File: src/design/lfcr_pkg.sv
// shared types, constants and helper function of the line frame checker router
package lfcr_pkg;

   // character codes, destination saturation and reset destination count
   localparam logic [7:0] NL_CHAR    = 8'd10;
   localparam logic [7:0] DIGIT_LO   = 8'd48;
   localparam logic [7:0] DIGIT_HI   = 8'd57;
   localparam logic [4:0] DEST_SAT   = 5'd31;
   localparam logic [3:0] DEST_COUNT_RESET = 4'd5;

   // configuration register indexes
   localparam logic [0:0] REG_DEST_COUNT = 1'b0;

   // controller states
   typedef enum logic [1:0] {
      ST_IDLE,
      ST_READ,
      ST_SEND_BYTE,
      ST_SEND_NL
   } lfcr_state_type;

   // what a finished frame turns into
   typedef enum logic [1:0] {
      FRAME_DROP,
      FRAME_NL_ONLY,
      FRAME_BYTES
   } frame_kind_type;

   // controller to datapath
   typedef struct packed {
      logic accept;
      logic rd_en;
      logic advance;
      logic sel_nl;
   } lfcr_cmd_type;

   // datapath to controller
   typedef struct packed {
      logic           is_nl;
      frame_kind_type kind;
      logic           rd_done;
   } lfcr_sts_type;

   // hex digit decode: bit 4 flags a legal digit, bits 3:0 its value
   function automatic logic [4:0] hex_decode(input logic [7:0] c);
      logic [4:0] res;
      res = 5'd0;
      if (c > 8'd47 && c < 8'd58) begin
         res = {1'b1, 4'(c - 8'd48)};
      end else if (c > 8'd64 && c < 8'd71) begin
         res = {1'b1, 4'(c - 8'd55)};
      end else if (c > 8'd96 && c < 8'd103) begin
         res = {1'b1, 4'(c - 8'd87)};
      end
      return res;
   endfunction

endpackage

File: src/design/lfcr_ctrl.sv
// controller state machine: collects beats, then sequences the replay of a frame unless it is dropped
module lfcr_ctrl import lfcr_pkg::*; (
   input  logic         clock,
   input  logic         reset,
   input  logic         req_valid,
   output logic         req_stall,
   output logic         rsp_valid,
   input  logic         rsp_stall,
   output logic         rsp_out_last,
   output lfcr_cmd_type cmd,
   input  lfcr_sts_type sts
);

   lfcr_state_type state_ff, state_in;

   // state register
   always_ff @(posedge clock) begin
      if (reset) begin
         state_ff <= ST_IDLE;
      end else begin
         state_ff <= state_in;
      end
   end

   // next state and commands
   always_comb begin
      state_in     = state_ff;
      cmd          = '0;
      req_stall    = 1'b1;
      rsp_valid    = 1'b0;
      rsp_out_last = 1'b0;
      case (state_ff)
         ST_IDLE: begin
            req_stall  = 1'b0;
            cmd.accept = req_valid;
            if (req_valid && sts.is_nl) begin
               case (sts.kind)
                  FRAME_BYTES:   state_in = ST_READ;
                  FRAME_NL_ONLY: state_in = ST_SEND_NL;
                  default:       state_in = ST_IDLE;
               endcase
            end
         end
         ST_READ: begin
            cmd.rd_en = 1'b1;
            state_in  = ST_SEND_BYTE;
         end
         ST_SEND_BYTE: begin
            rsp_valid = 1'b1;
            if (!rsp_stall) begin
               cmd.advance = 1'b1;
               state_in    = sts.rd_done ? ST_SEND_NL : ST_READ;
            end
         end
         ST_SEND_NL: begin
            rsp_valid    = 1'b1;
            rsp_out_last = 1'b1;
            cmd.sel_nl   = 1'b1;
            if (!rsp_stall) begin
               state_in = ST_IDLE;
            end
         end
         default: begin
            state_in = ST_IDLE;
         end
      endcase
   end

endmodule

File: src/design/lfcr_dp.sv
// datapath: line store, frame checks, replay pointers and the config register
module lfcr_dp import lfcr_pkg::*; #(
   parameter int LINE_MAX = 63
) (
   input  logic         clock,
   input  logic         reset,
   input  logic [7:0]   req_in_byte,
   output logic [7:0]   rsp_out_byte,
   output logic [3:0]   rsp_out_dest,
   input  logic         psel,
   input  logic         penable,
   input  logic         pwrite,
   input  logic [2:0]   paddr,
   input  logic [31:0]  pwdata,
   output logic [31:0]  prdata,
   input  lfcr_cmd_type cmd,
   output lfcr_sts_type sts
);

   localparam int LW = $clog2(LINE_MAX + 1);
   localparam int AW = $clog2(LINE_MAX);

   logic [7:0]    store_mem [LINE_MAX];
   logic [LW-1:0] len_ff, len_in;
   logic [4:0]    dest_ff, dest_in;
   logic          ended_ff, ended_in;
   logic          ovf_ff, ovf_in;
   logic [7:0]    last_ff;
   logic [LW-1:0] rd_ptr_ff, end_ff;
   logic [3:0]    tag_ff;
   logic [7:0]    rd_data_ff;
   logic [3:0]    dest_count_ff;

   logic          store_en;
   logic          is_digit;
   logic [8:0]    dest_acc;
   logic [4:0]    hex;
   logic [7:0]    len_m2;
   logic          frame_ok;
   logic          in_range;
   logic [LW-1:0] start_pos, end_pos;
   logic          cfg_wr;

   // per-byte line bookkeeping
   always_comb begin
      store_en = (len_ff < LW'(LINE_MAX));
      is_digit = (req_in_byte >= DIGIT_LO) && (req_in_byte <= DIGIT_HI);
      dest_acc = 9'(dest_ff) * 9'd10 + 9'(req_in_byte - DIGIT_LO);
      len_in   = len_ff;
      dest_in  = dest_ff;
      ended_in = ended_ff;
      ovf_in   = ovf_ff;
      if (store_en) begin
         len_in = len_ff + LW'(1);
      end else begin
         ovf_in = 1'b1;
      end
      if (!ended_ff) begin
         if (is_digit) begin
            dest_in = (dest_acc > 9'(DEST_SAT)) ? DEST_SAT : dest_acc[4:0];
         end else begin
            ended_in = 1'b1;
         end
      end
   end

   // frame check at the newline
   always_comb begin
      hex      = hex_decode(last_ff);
      len_m2   = 8'(len_ff) - 8'd2;
      frame_ok = !ovf_ff && (len_ff >= LW'(2)) && hex[4] && (hex[3:0] == len_m2[3:0]);
      in_range = (dest_ff >= 5'd1) && (dest_ff <= 5'(dest_count_ff));
      if (frame_ok) begin
         start_pos = LW'(1);
         end_pos   = len_ff - LW'(1);
      end else begin
         start_pos = '0;
         end_pos   = len_ff;
      end
      sts.is_nl   = (req_in_byte == NL_CHAR);
      sts.rd_done = ((rd_ptr_ff + LW'(1)) == end_ff);
      if (frame_ok && !in_range) begin
         sts.kind = FRAME_DROP;
      end else if (start_pos < end_pos) begin
         sts.kind = FRAME_BYTES;
      end else begin
         sts.kind = FRAME_NL_ONLY;
      end
   end

   // line state registers, cleared after each newline
   always_ff @(posedge clock) begin
      if (reset) begin
         len_ff   <= '0;
         dest_ff  <= '0;
         ended_ff <= 1'b0;
         ovf_ff   <= 1'b0;
      end else if (cmd.accept) begin
         if (sts.is_nl) begin
            len_ff   <= '0;
            dest_ff  <= '0;
            ended_ff <= 1'b0;
            ovf_ff   <= 1'b0;
         end else begin
            len_ff   <= len_in;
            dest_ff  <= dest_in;
            ended_ff <= ended_in;
            ovf_ff   <= ovf_in;
         end
      end
   end

   // line store write and replay read
   always_ff @(posedge clock) begin
      if (cmd.accept && !sts.is_nl && store_en) begin
         store_mem[len_ff[AW-1:0]] <= req_in_byte;
         last_ff                   <= req_in_byte;
      end
      if (cmd.rd_en) begin
         rd_data_ff <= store_mem[rd_ptr_ff[AW-1:0]];
      end
   end

   // replay window and tag, loaded at the newline
   always_ff @(posedge clock) begin
      if (cmd.accept && sts.is_nl) begin
         rd_ptr_ff <= start_pos;
         end_ff    <= end_pos;
         tag_ff    <= frame_ok ? dest_ff[3:0] : 4'd0;
      end else if (cmd.advance) begin
         rd_ptr_ff <= rd_ptr_ff + LW'(1);
      end
   end

   assign rsp_out_byte = cmd.sel_nl ? NL_CHAR : rd_data_ff;
   assign rsp_out_dest = tag_ff;

   // configuration register
   assign cfg_wr = psel && penable && pwrite && (paddr[2:2] == REG_DEST_COUNT);

   always_ff @(posedge clock) begin
      if (reset) begin
         dest_count_ff <= DEST_COUNT_RESET;
      end else if (cfg_wr) begin
         dest_count_ff <= pwdata[3:0];
      end
   end

   assign prdata = (paddr[2:2] == REG_DEST_COUNT) ? {28'd0, dest_count_ff} : 32'd0;

endmodule

File: src/design/line_frame_checker_router.sv
// top level of the line frame checker router
// Bytes of newline-ended text frames enter on req_ at one beat per cycle while
// req_stall is low and are kept in the line store (up to LINE_MAX per line). No
// beat leaves while a line is collected. At the newline the frame is checked
// and, while its output is replayed, req_stall stays high: each emitted byte
// is first read into a register from the line store and then offered on the
// output, held there while rsp_stall is high, and the closing newline follows
// the last byte. A dropped frame does not stall the input. dest_count sits at
// byte address 0 of the register port, reset value 5.
module line_frame_checker_router import lfcr_pkg::*; #(
   parameter int LINE_MAX = 63
) (
   input  logic        clock,
   input  logic        reset,
   input  logic        req_valid,
   output logic        req_stall,
   input  logic [7:0]  req_in_byte,
   output logic        rsp_valid,
   input  logic        rsp_stall,
   output logic [7:0]  rsp_out_byte,
   output logic [3:0]  rsp_out_dest,
   output logic        rsp_out_last,
   input  logic        psel,
   input  logic        penable,
   input  logic        pwrite,
   input  logic [2:0]  paddr,
   input  logic [31:0] pwdata,
   output logic [31:0] prdata,
   output logic        pready
);

   lfcr_cmd_type cmd;
   lfcr_sts_type sts;

   assign pready = 1'b1;

   // sequencer
   lfcr_ctrl u_ctrl (
      .clock        (clock),
      .reset        (reset),
      .req_valid    (req_valid),
      .req_stall    (req_stall),
      .rsp_valid    (rsp_valid),
      .rsp_stall    (rsp_stall),
      .rsp_out_last (rsp_out_last),
      .cmd          (cmd),
      .sts          (sts)
   );

   // storage and checks
   lfcr_dp #(
      .LINE_MAX (LINE_MAX)
   ) u_dp (
      .clock        (clock),
      .reset        (reset),
      .req_in_byte  (req_in_byte),
      .rsp_out_byte (rsp_out_byte),
      .rsp_out_dest (rsp_out_dest),
      .psel         (psel),
      .penable      (penable),
      .pwrite       (pwrite),
      .paddr        (paddr),
      .pwdata       (pwdata),
      .prdata       (prdata),
      .cmd          (cmd),
      .sts          (sts)
   );

endmodule

File: config.mk
export PLATFORM = sky130hd
export DESIGN_NAME = line_frame_checker_router
export DESIGN_NICKNAME = d
export VERILOG_FILES = /design/src/design/lfcr_pkg.sv /design/src/design/lfcr_ctrl.sv /design/src/design/lfcr_dp.sv /design/src/design/line_frame_checker_router.sv
export SDC_FILE = /design/constraint.sdc
export NUM_CORES = 1
export LEC_CHECK = 0
export ABC_AREA = 1
export BUFFER_PORTS_ARGS = -buffer_cell sky130_fd_sc_hd__buf_2
export CAP_MARGIN = 20
export CELL_PAD_IN_SITES_DETAIL_PLACEMENT = 0
export CELL_PAD_IN_SITES_GLOBAL_PLACEMENT = 1
export CORE_ASPECT_RATIO = 0.6
export CORE_MARGIN = 2
export CORE_UTILIZATION = 35
export DETAILED_ROUTE_END_ITERATION = 10
export PLACE_DENSITY = 0.56
export SYNTH_ARGS = -nofsm -noshare
export SYNTH_HDL_FRONTEND = slang
export SYNTH_SLANG_ARGS = --single-unit
File: constraint.sdc
create_clock -name clock -period 7.8 [get_ports clock]
set_clock_uncertainty 0.2 [all_clocks]
set_input_delay 1.17 -clock clock [delete_from_list [all_inputs] [get_ports clock]]
set_output_delay 1.17 -clock clock [all_outputs]
set_load 0.02 [all_outputs]
# Word level (Yosys, flattened, before mapping)
# Memory sizes are Yosys's and may differ from the RTL's. A register that Yosys moved wholly into a read port is not among the register bits.
# Index checks and enable logic that the tools add are counted.
[totals] regBits=43 latchBits=0 ramBits=504 romBits=0 input_bits=50 output_inout_bits=48 elab_cells=114 mem_count=1
[op_classes] addsub=9 n_mul=1 n_div=0 order_cmp=14 n_eq_ne=13 shift=0 n_mux=37 bitwise_logic=1 n_reduce_logical=28
[memory_table] memory="u_dp.store_mem" words=63 width=8 rd=1 rd_ports_with_merged_regs=1 wr=1 line_no="lfcr_dp.sv:23" rtl="logic [7:0] store_mem [LINE_MAX];"
[op_table] operator="2-to-1 mux 5 bit" n=7
[op_table] operator="2-to-1 mux 6 bit" n=5
[op_table] operator="greater-than comparator 8 x 7 -> 1 bit (second input constant)" n=2
[op_table] operator="logical AND 1 bit" n=16
[op_table] operator="less-than comparator 8 x 7 -> 1 bit (second input constant)" n=2
[op_table] operator="2-to-1 mux 1 bit" n=15
[op_table] operator="adder 6 x 1 -> 6 bit (second input constant)" n=2
[op_table] operator="2-to-1 mux 2 bit" n=6
[op_table] operator="adder 9 bit" n=1
[op_table] operator="greater-than comparator 9 x 5 -> 1 bit (second input constant)" n=1
[op_table] operator="subtractor 8 x 6 -> 9 bit (second input constant)" n=1
[op_table] operator="== test 8 x 4 -> 1 bit (second input constant)" n=1
[op_table] operator="greater-or-equal comparator 8 x 6 -> 1 bit (second input constant)" n=1
[op_table] operator="greater-than comparator 8 x 6 -> 1 bit (second input constant)" n=1
[op_table] operator="<= comparator 8 x 6 -> 1 bit (second input constant)" n=1
[op_table] operator="less-than comparator 8 x 6 -> 1 bit (second input constant)" n=1
[op_table] operator="multiplier 5 x 3 -> 8 bit (second input constant)" n=1
[op_table] operator="2-to-1 mux 8 bit" n=1
[op_table] operator="!= test 2 bit (second input constant)" n=4
[op_table] operator="one-hot mux 2 bit (4 select lines)" n=1
[op_table] operator="subtractor 4 x 3 -> 4 bit (second input constant)" n=2
[op_table] operator="== test 2 bit (second input constant)" n=3
[op_table] operator="== test 6 bit" n=1
[op_table] operator="greater-or-equal comparator 6 x 2 -> 1 bit (second input constant)" n=1
[op_table] operator="other kinds (19)" n=26

# Depth between registers and ports, before layout
# Gate-level depths: netlist (run 1).
[logic_depth] ltp_word=15 depth_mapped=20 ltp_nobuf=20

# Hierarchy
# Synthesis (run 1) repeated with hierarchy kept, for this count alone.
[unflattened] hier_cells=1978 area_unflattened_um2=23613.9
[by_module_without_submodules] mod="lfcr_dp" n_inst=1 cells_per_inst=1947 area_per_inst_um2=23421.2 seq_area_each_um2=16435.8
[by_module_without_submodules] mod="lfcr_ctrl" n_inst=1 cells_per_inst=29 area_per_inst_um2=181.4 seq_area_each_um2=40.0
[by_module_without_submodules] mod="line_frame_checker_router" n_inst=1 cells_per_inst=2 area_per_inst_um2=11.3 seq_area_each_um2=0.0

# Worst setup path before layout (run 1)
# OpenSTA, ideal clock, no wires.
[synth_path] path_type="input to register" startpoint="input port req_in_byte[2]" endpoint="register u_dp.dest_ff[2]" setup_time_ps=134 arrival_ps=3016 required_ps=7466 setup_slack_ps=4450 path_stages=13 path_buffers=0 path_cell_list="ha_1 ha_1 inv_1 fa_1 nor2_1 o21ai_0 nand2_1 a21o_1 a21oi_1 xor2_1 o2111ai_1 o21ai_0 a21oi_1"
[synth_via] elab_chain_cells=7 word_cells_on_any_way=14 cone_classes="add/sub (2); order compare (3); eq/ne (2); mux (4); reduce/logical (3)"
[synth_lines] element="from (decl)" line_no="line_frame_checker_router.sv:17" rtl="input logic [7:0] req_in_byte,"
[synth_lines] element="subtractor 8 x 6 -> 9 bit" line_no="lfcr_dp.sv:48" rtl="dest_acc = 9'(dest_ff) * 9'd10 + 9'(req_in_byte - DIGIT_LO);"
[synth_lines] element="adder 9 bit" line_no="lfcr_dp.sv:48"
[synth_lines] element="greater-than comparator 9 x 5 -> 1 bit" line_no="lfcr_dp.sv:60" rtl="dest_in = (dest_acc > 9'(DEST_SAT)) ? DEST_SAT : dest_acc[4:0];"
[synth_lines] element="2-to-1 mux 5 bit" line_no="lfcr_dp.sv:60"
[synth_lines] element="2-to-1 mux 5 bit" line_no="lfcr_dp.sv:59" rtl="if (is_digit) begin"
[synth_lines] element="2-to-1 mux 5 bit" line_no="lfcr_dp.sv:58" rtl="if (!ended_ff) begin"
[synth_lines] element="2-to-1 mux 5 bit" line_no="lfcr_dp.sv:99" rtl="if (sts.is_nl) begin"
[synth_lines] element="to (signal assigned)" line_no="lfcr_dp.sv:106" rtl="dest_ff <= dest_in;"
[synth_lines] element="to (decl)" line_no="lfcr_dp.sv:25" rtl="logic [4:0] dest_ff, dest_in;"
# Several ways; a longest one is shown, not always the timed one. The select of a mux whose other input is x is not followed.
# A chain may end at the register's enable or synchronous reset.

# Final worst setup path (run 1)
[layout_path] startpoint="input port req_in_byte[0]" endpoint="memory u_dp.store_mem[26][1], enable pin"
[layout_via] elab_chain_cells=6
[layout_lines] element="== test 8 x 4 -> 1 bit" line_no="lfcr_dp.sv:80" rtl="sts.is_nl = (req_in_byte == NL_CHAR);"
[layout_lines] element="zero test 1 bit" line_no="lfcr_dp.sv:115" rtl="if (cmd.accept && !sts.is_nl && store_en) begin"
[layout_lines] element="logical AND 1 bit (2 in a row)" line_no="lfcr_dp.sv:115"
[layout_lines] element="2-to-1 mux 1 bit" line_no="lfcr_dp.sv:115"
[layout_lines] element="2-to-1 mux 1 bit (not written as such)" line_no="lfcr_dp.sv:116" rtl="store_mem[len_ff[AW-1:0]] <= req_in_byte;"
[layout_lines] element="to (decl)" line_no="lfcr_dp.sv:23"
# No other way between the ends.

==> results of run 1 <==
-- synth_stat cells, types with 3 or more instances --
library cell    n  area, µm²
o221ai_1       12        105
buf_4          31        233
clkinv_1        3       11.3
nand3_2         5       50.1
a21oi_1        53        265
inv_1          78        293
nand4_1         8       50.1
buf_1           7       26.3
nand2_2         8       50.1
o22ai_1       122        763
inv_2           6       22.5
edfxtp_1      536      16100
a211oi_1        3       22.5
dfxtp_1        19        380
or2_2           4       25.0
o21ai_1         3       15.0
a221oi_1        6       52.6
xor2_1         14        123
xnor2_1         5       43.8
ha_1           34        425
nand3_1        36        180
o211ai_1       12       90.1
nor2_4          5       56.3
nand2_1       122        458
buf_2          16       80.1
nor2_1        382       1430
o21ai_0       302       1510
nor3_1          3       15.0
clkbuf_1       87        327
nor2_2          3       18.8
o32ai_1         5       43.8
-- state kept, by name (all words and copies together) (netlist names) --
register and count:
u_dp.store_mem 504, u_dp.last_ff 8, u_dp.rd_data_ff 8, u_dp.end_ff 6, u_dp.len_ff 6, u_dp.rd_ptr_ff 6, u_dp.dest_ff 5, u_dp.dest_count_ff 4
u_dp.rsp_out_dest 4, u_ctrl.state_ff 2, u_dp.ended_ff 1, u_dp.ovf_ff 1
-- through the flow --
stage | power [mW] | std cells | area, µm² | hold slack (ns)
global placement | 3.67 | 2815 | 24600 | 0.257
floorplan | 3.54 | 1987 | 23700 | 0.231
CTS | 6.17 | 2905 | 26200 | 0.263
detailed placement | 3.67 | 2815 | 24600 | 0.255
global route | 6.32 | 2905 | 26200 | 0.328
finish | 6.11 | 2905 | 26200 | 0.268
-- report_power, final --
group	internal, mW	switching (mW)	total, mW
registers	3.29	0.0115	3.30
clock network	1.39	1.12	2.51
logic	0.0716	0.236	0.308
total	4.75	1.36	6.11
-- final timing paths --
| path | end | slack [ns] | cells past startpoint |
|---|---|---|---|
| min reg2reg | u_dp.ended_ff | 0.27 | 2 |
| max reg2reg | u_dp.rd_data_ff[0] | 3.60 | 9 |
| max | u_dp.store_mem[26][1] | 3.17 | 10 |
| min | u_dp.ended_ff | 0.27 | 2 |
-- layer usage --
metal  track usage  routed length (µm)  vias up
met1         0.300               33400     7577
met5             0                   0        -
met4        0.0405                1190        0
li1              -                   -     7092
met2         0.277               27600      482
met3        0.0401                5010       78
-- tightest hold or removal path: cells and delay by family, from the launching register on --
family          cells  cell delay (ns)
compound gates      1             0.06
flops               1             0.30
buf+inv             1             0.07
-- cell families (layout without fill, tap and decap cells) --
kind of cell	count (synthesis)	after routing
and+or+nand+nor	586	586
DFF	555	555
xor gates and xnor gates	19	19
buffers and inverters	228	246
AOI/OAI and AO/OA	534	534
other	2	29
adders and majority gates	36	36
-- final cells by class --
| type | instances | area (µm²) |
|---|---|---|
| Inverter | 87 | 333 |
| Fill cell | 6362 | 40200 |
| Clock inverter | 21 | 204 |
| Timing Repair Buffer | 69 | 448 |
| Tap cell | 900 | 1130 |
| Clock buffer | 69 | 1410 |
| Multi-Input combinational cell | 1204 | 6200 |
| Sequential cell | 555 | 16500 |
==> summary.txt, run 1 <==
Floorplanning
  – I/O pin cnt: 98
  – Core area: roughly 0.066 mm²
  – Die Area: between 0.06 and 0.07 mm²
  – Chip width: 339 µm
  – Starting Density: 0.355
  – Row Count: 73
  – Die Y-Extent: a little over 200 µm

Critical path
  – Critical-path top delay cell: nor2_1
  – CP peak stage delay: 1.01 ns
  – Startpoint Class: primary input
  – Worst-path cell chain: buf_2 > buf_4 > inv_1 > nand2_1 > nor4_1 > buf_4 > nor3_2 > buf_4 > nand3_1 > nor2_1
  – Worst EP required: 7.81 ns
  – Most frequent CP cell: buf_4
  – CP Launch Point: req_in_byte[0]
  – CP top delay family: simple AND/OR/NAND/NOR gates
  – Bufs and invs on worst path: 5
  – Setup CP Type: in2reg
  – Critical-path maximum fanout: 66
  – Critical Path End Type: register
  – Critical R2R Launch: u_dp.rd_ptr_ff[0]
  – Data arrival time of the worst path: approximately 4.6 ns

Logic synthesis
  – Yosys warnings: 0
  – Post-Synth Simple-Gate Area: 0.103
  – Sequential-to-total area share from yosys stat: 0.699
  – Cell area after synthesis: 0.0236 mm²
  – Avg Cell Area, Syn: between 10 and 15 µm²
  – Distinct cells, synth: 51
  – Main combinational cell family by area after synthesis: compound AO/OA/AOI/OAI gates
  – Mux cell area share after synthesis: 0
  – Syn Inst Count: 1960
  – Complex-gate fraction of the synthesized area: 0.128
  – Main synth FF type: edfxtp_1
  – Synth Register Bits: between 500 and 600
  – EDFF count, synth: 536
  – FFs w/ async S/R, synth: 0
  – Fraction of the mapped netlist area in adder cells: 0.0198
  – Post-Synth XOR/XNOR Area: 0.00706

Finish
  – Highest-count cells in the layout ignoring fill and taps: edfxtp_1 (536), nor2_1 (382), o21ai_0 (302)
  – Number of diodes: 0
  – Area grow syn2layout: 11.1%
  – Most common cell after layout, fill and taps aside: edfxtp_1
  – Share of layout cells above drive strength 1: 0.0893
  – Post-route core utilization: 0.394
  – Nets: approximately 2100

Timing
  – Max-slew violation count: 0
  – Setup_tns: 0 ns
  – Worst setup margin: 3.17 ns
  – Fin crit period: 4.63 ns
  – Worst slew pin tran: 1.10 ns
  – RSZ-0062 raised after global routing: no
  – Slew HR: 0.259
  – Final Hold Viols: 0
  – Period Utilization, post-route: 0.593
  – Fmax: 216 MHz
  – Final setup violation count: 0

Routing
  – Vias per inst: between 5 and 6
  – Final ANT Viol Nets: 0
  – 1st-iter DRT viols: roughly 1500
  – Routed vias: 15229
  – Drt wl/cell: around 23 µm
  – Residual DRC: 0
  – Final WL: 67200 µm
  – Detailed Routing Iterations Pass 1: 5

Pwr
  – Power Density: 233 mW/mm²
  – Pleak: 8.67 nW
  – Worst VDD drop: 0.000127 V

Place
  – Final RePlAce weighted congestion: about 0.77
  – Buffers on Ports: 38
  – Final HPWL DP: 40700 µm
  – Place WS: 2.53 ns

Run status
  – Status: finished clean

CTS
  – CTS clk-pin slew, worst paths: 0.06 ns
  – # H-tree levels: 2
  – TritonCTS clock tree: built
  – Resized Gates After CTS: 0
  – Root Buffer: clkbuf_16
  – Hold buffer count at CTS: 0
  – Post-CTS setup buffer count: 0
  – Longest Clk Path Bufs: 3
  – Clock latency on the worst-skew pair: 0.60 ns
  – Clock Sinks: around 560
  – Cts bufs inserted: 53

GRT
  – Gr ovfl total: 0
  – Total GRT Usage: 0.194
  – Antenna violations before repair: 2
  – Vias in the first global route: 14636
  – First-pass GRT wire length: about 100000 µm
  – Largest net degree at the start of global routing: 177

Min path
  – Hold_sp: u_dp.ended_ff
  – HP Class: reg2reg

Flow run
  – Max-cap violations: 0
No activity file was read; power rests on OpenSTA's default activity.
==> run 2: changes to the inputs <==
--- a/config.mk
+++ b/config.mk
@@ -14,7 +14,7 @@
 export CORE_MARGIN = 2
 export CORE_UTILIZATION = 35
 export DETAILED_ROUTE_END_ITERATION = 10
-export PLACE_DENSITY = 0.56
+export PLACE_DENSITY = 0.58
 export SYNTH_ARGS = -nofsm -noshare
 export SYNTH_HDL_FRONTEND = slang
 export SYNTH_SLANG_ARGS = --single-unit
==> constraint.sdc (replaced) <==
create_clock -name clock -period 4.2 [get_ports clock]
set_clock_uncertainty 0.2 [all_clocks]
set_input_delay 0.63 -clock clock [delete_from_list [all_inputs] [get_ports clock]]
set_output_delay 0.63 -clock clock [all_outputs]
set_load 0.02 [all_outputs]
==> run 2 against run 1 <==
  * Worst setup slack lost 2.6 ns
  * Worst hold slack lost 0.21 ns
  * Utilization grew 0.60 points
  * Critical path depth grew 3
  * Final cell count grew 1.0%
  * Combinational power grew 91%
  * Die area is the same
  * Critical path type is now reg2reg
  * Largest power group unchanged
==> summary.txt, run 2 (same netlist as run 1, synthesis figures left out) <==
Floorplanning
  – Chip width: 339 µm (unchanged)
  – I/O pin cnt: 98 (unchanged)
  – Core area: 0.0664 mm² (unchanged)
  – Die Area: 0.0695 mm² (unchanged)
  – Row Count: 73 (unchanged)
  – Starting Density: 0.355 (unchanged)
  – Die Y-Extent: 205 µm (unchanged)

CTS
  – Clock Sinks: 555 (unchanged)
  – TritonCTS clock tree: built (unchanged)
  – Cts bufs inserted: 54 (was 53)
  – Resized Gates After CTS: 0 (unchanged)
  – CTS clk-pin slew, worst paths: 0.07 ns (was 0.06 ns)
  – Hold buffer count at CTS: 0 (unchanged)
  – Root Buffer: clkbuf_16 (unchanged)
  – Clock latency on the worst-skew pair: 0.60 ns (about the same)
  – Post-CTS setup buffer count: 0 (unchanged)
  – # H-tree levels: 2 (unchanged)
  – Longest Clk Path Bufs: 3 (unchanged)

Routing
  – Final ANT Viol Nets: 0 (unchanged)
  – Final WL: 67700 µm (was 67200 µm)
  – Vias per inst: 5.25 (was 5.24)
  – Routed vias: 15398 (was 15229)
  – 1st-iter DRT viols: 1457 (was 1466)
  – Detailed Routing Iterations Pass 1: 7 (was 5)
  – Residual DRC: 0 (unchanged)
  – Drt wl/cell: 23.1 µm (about the same)

Timing
  – Max-slew violation count: 0 (unchanged)
  – Fin crit period: approximately 3.6 ns
  – Final Hold Viols: 0 (unchanged)
  – Fmax: between 200 and 300 MHz
  – Setup_tns: 0 ns (unchanged)
  – Period Utilization, post-route: 0.857
  – RSZ-0062 raised after global routing: no (unchanged)
  – Worst slew pin tran: 1.00 ns (was 1.10 ns)
  – Final setup violation count: 0 (unchanged)
  – Slew HR: 0.330 (was 0.259)

Pwr
  – Flop pwr share: 0.519 (was 0.539)
  – Worst VDD drop: 0.000242 V (was 0.000127 V)
  – Sw frac: 0.220 (was 0.223)
  – Switching power total: 2.59 mW (was 1.36 mW)
  – Comb pwr share: 0.050 (about the same)
  – Clock network power share: 0.431 (was 0.410)
  – Pleak: 8.87 nW (was 8.67 nW)
  – Internal Pwr Total: 9.20 mW (was 4.75 mW)
  – Power Density: 443 mW/mm² (was 233 mW/mm²)

Finish
  – Area grow syn2layout: 12.8% (was 11.1%)
  – Share of layout cells above drive strength 1: 0.103 (was 0.0893)
  – Fin area: 0.0266 mm² (was 0.0262 mm²)
  – Max FFs per register: 504 (unchanged)
  – Nets: 2076 (was 2056)
  – Highest-count cells in the layout ignoring fill and taps: edfxtp_1 (536), nor2_1 (382), o21ai_0 (302) (unchanged)
  – Final Non-Filler Cells: 2934 (was 2905)
  – Most common cell after layout, fill and taps aside: edfxtp_1 (unchanged)

Place
  – Final HPWL DP: 41900 µm (was 40700 µm)
  – Placed instance count: 2834 (was 2815)
  – Final RePlAce weighted congestion: 0.808 (was 0.775)
  – Area after DPL: 0.0248 mm² (was 0.0246 mm²)
  – Buffers on Ports: 38 (unchanged)

Critical path
  – Worst EP required: 4.48 ns (was 7.81 ns)
  – Worst Reg-to-Reg Cells: 13 (was 9)
  – Critical Path End Type: register (unchanged)
  – Data arrival time of the worst path: 3.88 ns (was 4.64 ns)
  – Setup CP Type: reg2reg (was in2reg)
  – Startpoint Class: register (was primary input)
  – Critical-path maximum fanout: 5 (was 66)

Min path
  – Hold depth: 3 (was 2)
  – HP Class: in2reg (was reg2reg)

Run status
  – Status: finished clean (unchanged)

GRT
  – Antenna violations before repair: 4 (was 2)
  – Largest net degree at the start of global routing: 125 (was 177)
  – First-pass GRT wire length: 99200 µm (was 99000 µm)
  – Vias in the first global route: 14530 (was 14636)
  – Total GRT Usage: 0.193 (was 0.194)
  – Gr ovfl total: 0 (unchanged)

Flow run
  – Max-cap violations: 0 (unchanged)
[run 2: cell count changes in the layout (fill, tap and decap cells not counted), sizes merged, moves of 2 or more]
cell      change
buf          +19
bufinv        +5
clkinv        +4
clkinvlp      +2
clkbuf        -3
[run 2: power by group through the flow]
stage / Sequential (mW) / Combinational [mW] / Clock (mW)
global route: 6.12 / 0.651 / 5.38
global placement: 6.24 / 0.587 / 0
floorplan: 6.24 / 0.331 / 0
finish: 6.12 / 0.589 / 5.08
detailed placement: 6.24 / 0.592 / 0
CTS: 6.12 / 0.594 / 5.15
[run 2: metrics by stage]
step / utilization / setup WS (ns) / power, mW / hold slack [ns]
global route: 0.400 / 0.345 / 12.1 / 0.0502
global placement: 0.373 / 0.508 / 6.83 / 0.251
finish: 0.400 / 0.599 / 11.8 / 0.0619
CTS: 0.400 / 0.533 / 11.9 / 0.0357
floorplan: - / 0.994 / 6.57 / 0.231
detailed placement: 0.373 / 0.551 / 6.83 / 0.254
[run 2: routing by layer]
metal / up-vias / part of all wire / wire [µm] / track usage
met5: - / 0 / 0 / 0
met4: 0 / 0.015 / 998 / 0.0351
met3: 78 / 0.067 / 4500 / 0.0361
met2: 444 / 0.41 / 27900 / 0.273
met1: 7724 / 0.51 / 34300 / 0.307
li1: 7152 / - / - / -
[run 2: worst paths after layout]
path / from / end / slack (ns)
hold reg to reg: u_dp.ended_ff / u_dp.ended_ff / 0.26
hold / removal: pwdata[2] / u_dp.dest_count_ff[2] / 0.06
setup / recovery: u_dp.dest_ff[3] / u_dp.dest_ff[2] / 0.60
setup reg to reg: u_dp.dest_ff[3] / u_dp.dest_ff[2] / 0.60
[run 2: cell type report]
cell class              count  area, µm²
inverters                  87        333
multi-input cells        1204       6200
fillers                  6358      39800
clock inverters            33        398
diodes                      1       2.50
flip-flops and latches    555      16500
well taps                 900       1130
clock buffers              66       1420
repair buffers             88        641
[run 2: critical path: stages (launching register included)]
cell	delay, ns
dfxtp_1	0.43
ha_1	0.27
ha_1	0.23
fa_1	0.45
ha_1	0.29
ha_1	0.32
o21ai_0	0.10
nand2_1	0.12
a21o_1	0.18
a21oi_1	0.15
xor2_1	0.17
o2111ai_1	0.26
o21ai_0	0.24
a21oi_1	0.08
==> run 3: changes to the inputs <==
--- a/config.mk
+++ b/config.mk
@@ -5,7 +5,6 @@
 export SDC_FILE = /design/constraint.sdc
 export NUM_CORES = 1
 export LEC_CHECK = 0
-export ABC_AREA = 1
 export BUFFER_PORTS_ARGS = -buffer_cell sky130_fd_sc_hd__buf_2
 export CAP_MARGIN = 20
 export CELL_PAD_IN_SITES_DETAIL_PLACEMENT = 0
@@ -14,7 +13,7 @@
 export CORE_MARGIN = 2
 export CORE_UTILIZATION = 35
 export DETAILED_ROUTE_END_ITERATION = 10
-export PLACE_DENSITY = 0.58
+export PLACE_DENSITY = 0.55
 export SYNTH_ARGS = -nofsm -noshare
 export SYNTH_HDL_FRONTEND = slang
 export SYNTH_SLANG_ARGS = --single-unit
==> run 3 against run 2 <==
  * Global-route usage fell by 2.2 points
  * Non-clock buffer count grew 45
  * Critical path depth decreased by 1
  * Area after synthesis shrank 2.6%
  * Sequential power hardly changed
  * Via count decreased by 27%
  * Critical path type unchanged
  * Critical endpoint is now u_dp.dest_ff[4]
  * Highest routed layer unchanged
==> summary.txt, run 3 <==
Floorplanning
  – Starting Density: 0.355 (about the same)
  – Row Count: 72 (was 73)
  – Die Area: 0.0677 mm² (was 0.0695 mm²)
  – Chip width: 335 µm (was 339 µm)
  – I/O pin cnt: 98 (unchanged)
  – Die Y-Extent: 202 µm (was 205 µm)
  – Core area: 0.0647 mm² (was 0.0664 mm²)

Routing
  – Residual DRC: 0 (unchanged)
  – Vias per inst: 5.10 (was 5.25)
  – Final WL: 57400 µm (was 67700 µm)
  – Detailed Routing Iterations Pass 1: 5 (was 7)
  – Drt wl/cell: 25.9 µm (was 23.1 µm)
  – Routed vias: 11315 (was 15398)
  – Final ANT Viol Nets: 0 (unchanged)
  – 1st-iter DRT viols: 1135 (was 1457)

Logic synthesis
  – EDFF count, synth: 536 (unchanged)
  – Cell area after synthesis: 0.0230 mm² (was 0.0236 mm²)
  – Post-Synth Simple-Gate Area: 0.0429 (was 0.103)
  – Avg Cell Area, Syn: 19.3 µm² (was 12.0 µm²)
  – Main synth FF type: edfxtp_1 (unchanged)
  – Largest area contributor in the netlist: edfxtp_1 (unchanged)
  – Distinct cells, synth: 64 (was 51)
  – FFs w/ async S/R, synth: 0 (unchanged)
  – Top cells by area, synth: edfxtp_1 (70%), mux4_2 (16%), ha_1 (1.9%) (was edfxtp_1 (68%), o21ai_0 (6.4%), nor2_1 (6.1%))
  – Sequential-to-total area share from yosys stat: 0.718 (was 0.699)
  – Yosys top cell area share: 0.701 (was 0.683)
  – Synth Register Bits: 555 (unchanged)
  – Mux cell area share after synthesis: 0.163 (was 0)
  – Synth top cells by count: edfxtp_1 (536), mux4_2 (160), nor2_1 (104) (was edfxtp_1 (536), nor2_1 (382), o21ai_0 (302))
  – Fraction of the mapped netlist area in adder cells: 0.0203 (was 0.0198)
  – Yosys warnings: 0 (unchanged)
  – Main combinational cell family by area after synthesis: multiplexers (was compound AO/OA/AOI/OAI gates)
  – Syn Inst Count: 1189 (was 1960)
  – Post-Synth XOR/XNOR Area: 0.00987 (was 0.00706)
  – Top-count cell post-synth: edfxtp_1 (unchanged)
  – Complex-gate fraction of the synthesized area: 0.0215 (was 0.128)

Timing
  – Period Utilization, post-route: 0.869 (was 0.857)
  – Max-slew violation count: 0 (unchanged)
  – Final Hold Viols: 0 (unchanged)
  – Fmax: 274 MHz (was 278 MHz)
  – Fin crit period: 3.65 ns (was 3.60 ns)
  – RSZ-0062 raised after global routing: no (unchanged)
  – Setup_tns: 0 ns (unchanged)
  – Worst slew pin tran: 0.896 ns (was 1.00 ns)
  – Worst setup margin: 0.548 ns (was 0.599 ns)
  – Slew HR: 0.401 (was 0.330)
  – Final setup violation count: 0 (unchanged)

Finish
  – Max FFs per register: 504 (unchanged)
  – Share of layout cells above drive strength 1: 0.282 (was 0.103)
  – Post-route core utilization: 0.409 (was 0.400)
  – Area occupied by registers: 0.0165 mm² (unchanged)
  – Fillers: 5749 (was 6358)
  – Most common cell after layout, fill and taps aside: edfxtp_1 (unchanged)
  – Highest-count cells in the layout ignoring fill and taps: edfxtp_1 (536), mux4_2 (160), nor2_1 (104) (was edfxtp_1 (536), nor2_1 (382), o21ai_0 (302))
  – Area of the multi-input gates: 0.00602 mm² (was 0.00620 mm²)
  – Final Non-Filler Cells: 2217 (was 2934)
  – Area grow syn2layout: 15.1% (was 12.8%)
  – Nets: 1408 (was 2076)

GRT
  – Vias in the first global route: 11225 (was 14530)
  – Antenna violations before repair: 4 (unchanged)
  – Largest net degree at the start of global routing: 66 (was 125)
  – Gr ovfl total: 0 (unchanged)
  – Total GRT Usage: 0.171 (was 0.193)
  – First-pass GRT wire length: 82500 µm (was 99200 µm)

CTS
  – Clock latency on the worst-skew pair: 0.59 ns (was 0.60 ns)
  – Cts bufs inserted: 51 (was 54)
  – Resized Gates After CTS: 0 (unchanged)
  – Clock Sinks: 555 (unchanged)
  – Hold buffer count at CTS: 0 (unchanged)
  – Root Buffer: clkbuf_16 (unchanged)
  – Post-CTS setup buffer count: 0 (unchanged)
  – Longest Clk Path Bufs: 3 (unchanged)
  – CTS clk-pin slew, worst paths: 0.07 ns (about the same)
  – TritonCTS clock tree: built (unchanged)
  – # H-tree levels: 2 (unchanged)

Critical path
  – Setup CP Type: reg2reg (unchanged)
  – Critical-path top delay cell: or4_1 (was fa_1)
  – Startpoint Class: register (unchanged)
  – Critical Path End Type: register (unchanged)
  – Worst-path cell chain: ha_1 > ha_1 > fa_1 > ha_1 > ha_1 > o21ai_0 > a21boi_0 > o21ai_0 > a21boi_0 > or4_1 > nor2_1 > o21ai_0 (was ha_1 > ha_1 > fa_1 > ha_1 > ha_1 > o21ai_0 > nand2_1 > a21o_1 > a21oi_1 > xor2_1 > o2111ai_1 > o21ai_0 > a21oi_1)
  – CP top delay family: adder cells (unchanged)
  – Bufs and invs on worst path: 0 (unchanged)
  – Critical-path maximum fanout: 5 (unchanged)
  – Data arrival time of the worst path: 3.93 ns (was 3.88 ns)
  – Worst EP required: 4.48 ns (about the same)
  – CP peak stage delay: 0.59 ns (was 0.45 ns)
  – Most frequent CP cell: ha_1 (unchanged)

Pwr
  – Worst VDD drop: 0.000258 V (was 0.000242 V)
  – Pleak: 8.69 nW (was 8.87 nW)
  – Power Density: 424 mW/mm² (was 443 mW/mm²)

Min path
  – HP Class: in2reg (unchanged)

Place
  – Final HPWL DP: 37600 µm (was 41900 µm)
  – Final RePlAce weighted congestion: 0.752 (was 0.808)
  – Buffers on Ports: 38 (unchanged)
  – Place WS: 0.511 ns (was 0.551 ns)
  – Placed instance count: 2120 (was 2834)

Run status
  – Status: finished clean (unchanged)

Flow run
  – Max-cap violations: 0 (unchanged)
run 3: changes by cell type in the layout (fill, tap and decap cells not counted), moves of 11 or more:
| cell | previous run | this run |
|---|---|---|
| xnor2_1 | 5 | 16 |
| o221ai_1 | 12 | 1 |
| nand2_1 | 122 | 40 |
| o22ai_1 | 122 | 1 |
| inv_1 | 77 | 33 |
| buf_4 | 44 | 85 |
| mux4_2 | 0 | 160 |
| a21oi_1 | 53 | 18 |
| mux2i_1 | 0 | 12 |
| nor2_1 | 382 | 104 |
| o21ai_0 | 302 | 25 |
| nand3_1 | 36 | 12 |
run 3: logic make-up (layout without fill, tap and decap cells):
logic type	Yosys count	count (layout)
AO/OA/AOI/OAI	75	75
XOR/XNOR	25	25
adder cells (fa/ha/maj)	36	36
buffers and inverters	114	262
flip-flops	555	555
multiplexers	173	173
other	2	31
AND/OR/NAND/NOR	209	209
run 3: power breakdown:
part / switching, mW / internal [mW] / leakage, nW
combinational: 0.217 / 0.0753 / 2.86
sequential: 0.0175 / 6.08 / 4.99
clock: 2.08 / 2.74 / 0.838
run 3: routing by layer:
metal	global-route usage	share of wire
met4	0.0283	0.012
met5	0	0
met2	0.234	0.41
met3	0.0391	0.064
met1	0.277	0.51
run 3: cell type report:
class | instances | area share
antenna | 2 | 0.000189
clock buffer | 60 | 0.0512
clock inverter | 35 | 0.0134
inverter | 34 | 0.00483
multi-input combinational | 547 | 0.228
sequential | 555 | 0.623
tap | 851 | 0.0403
timing repair buffer | 133 | 0.0389
run 3: path summary, 6_finish.rpt:
path	startpoint	endpoint	slack, ns	cells after the start
setup / recovery	u_dp.dest_ff[1]	u_dp.dest_ff[4]	0.55	12
hold / removal	pwdata[3]	u_dp.dest_count_ff[3]	0.09	3
setup reg to reg	u_dp.dest_ff[1]	u_dp.dest_ff[4]	0.55	12
hold reg to reg	u_dp.dest_count_ff[2]	u_dp.dest_count_ff[2]	0.27	1
run 3: tightest hold or removal path, cell delays in order:
cell,delay [ns]
buf_2,0.09
mux2i_1,0.06
nor2_1,0.07
run 3: stage by stage:
stage | power [mW] | hold slack (ns) | area, µm²
2_1_floorplan | 6.37 | 0.235 | 23100
4_1_cts | 11.3 | 0.0606 | 26400
5_1_grt | 11.6 | 0.110 | 26400
3_5_place_dp | 6.52 | 0.258 | 24700
6_report | 11.2 | 0.0918 | 26400
3_3_place_gp | 6.51 | 0.246 | 24700
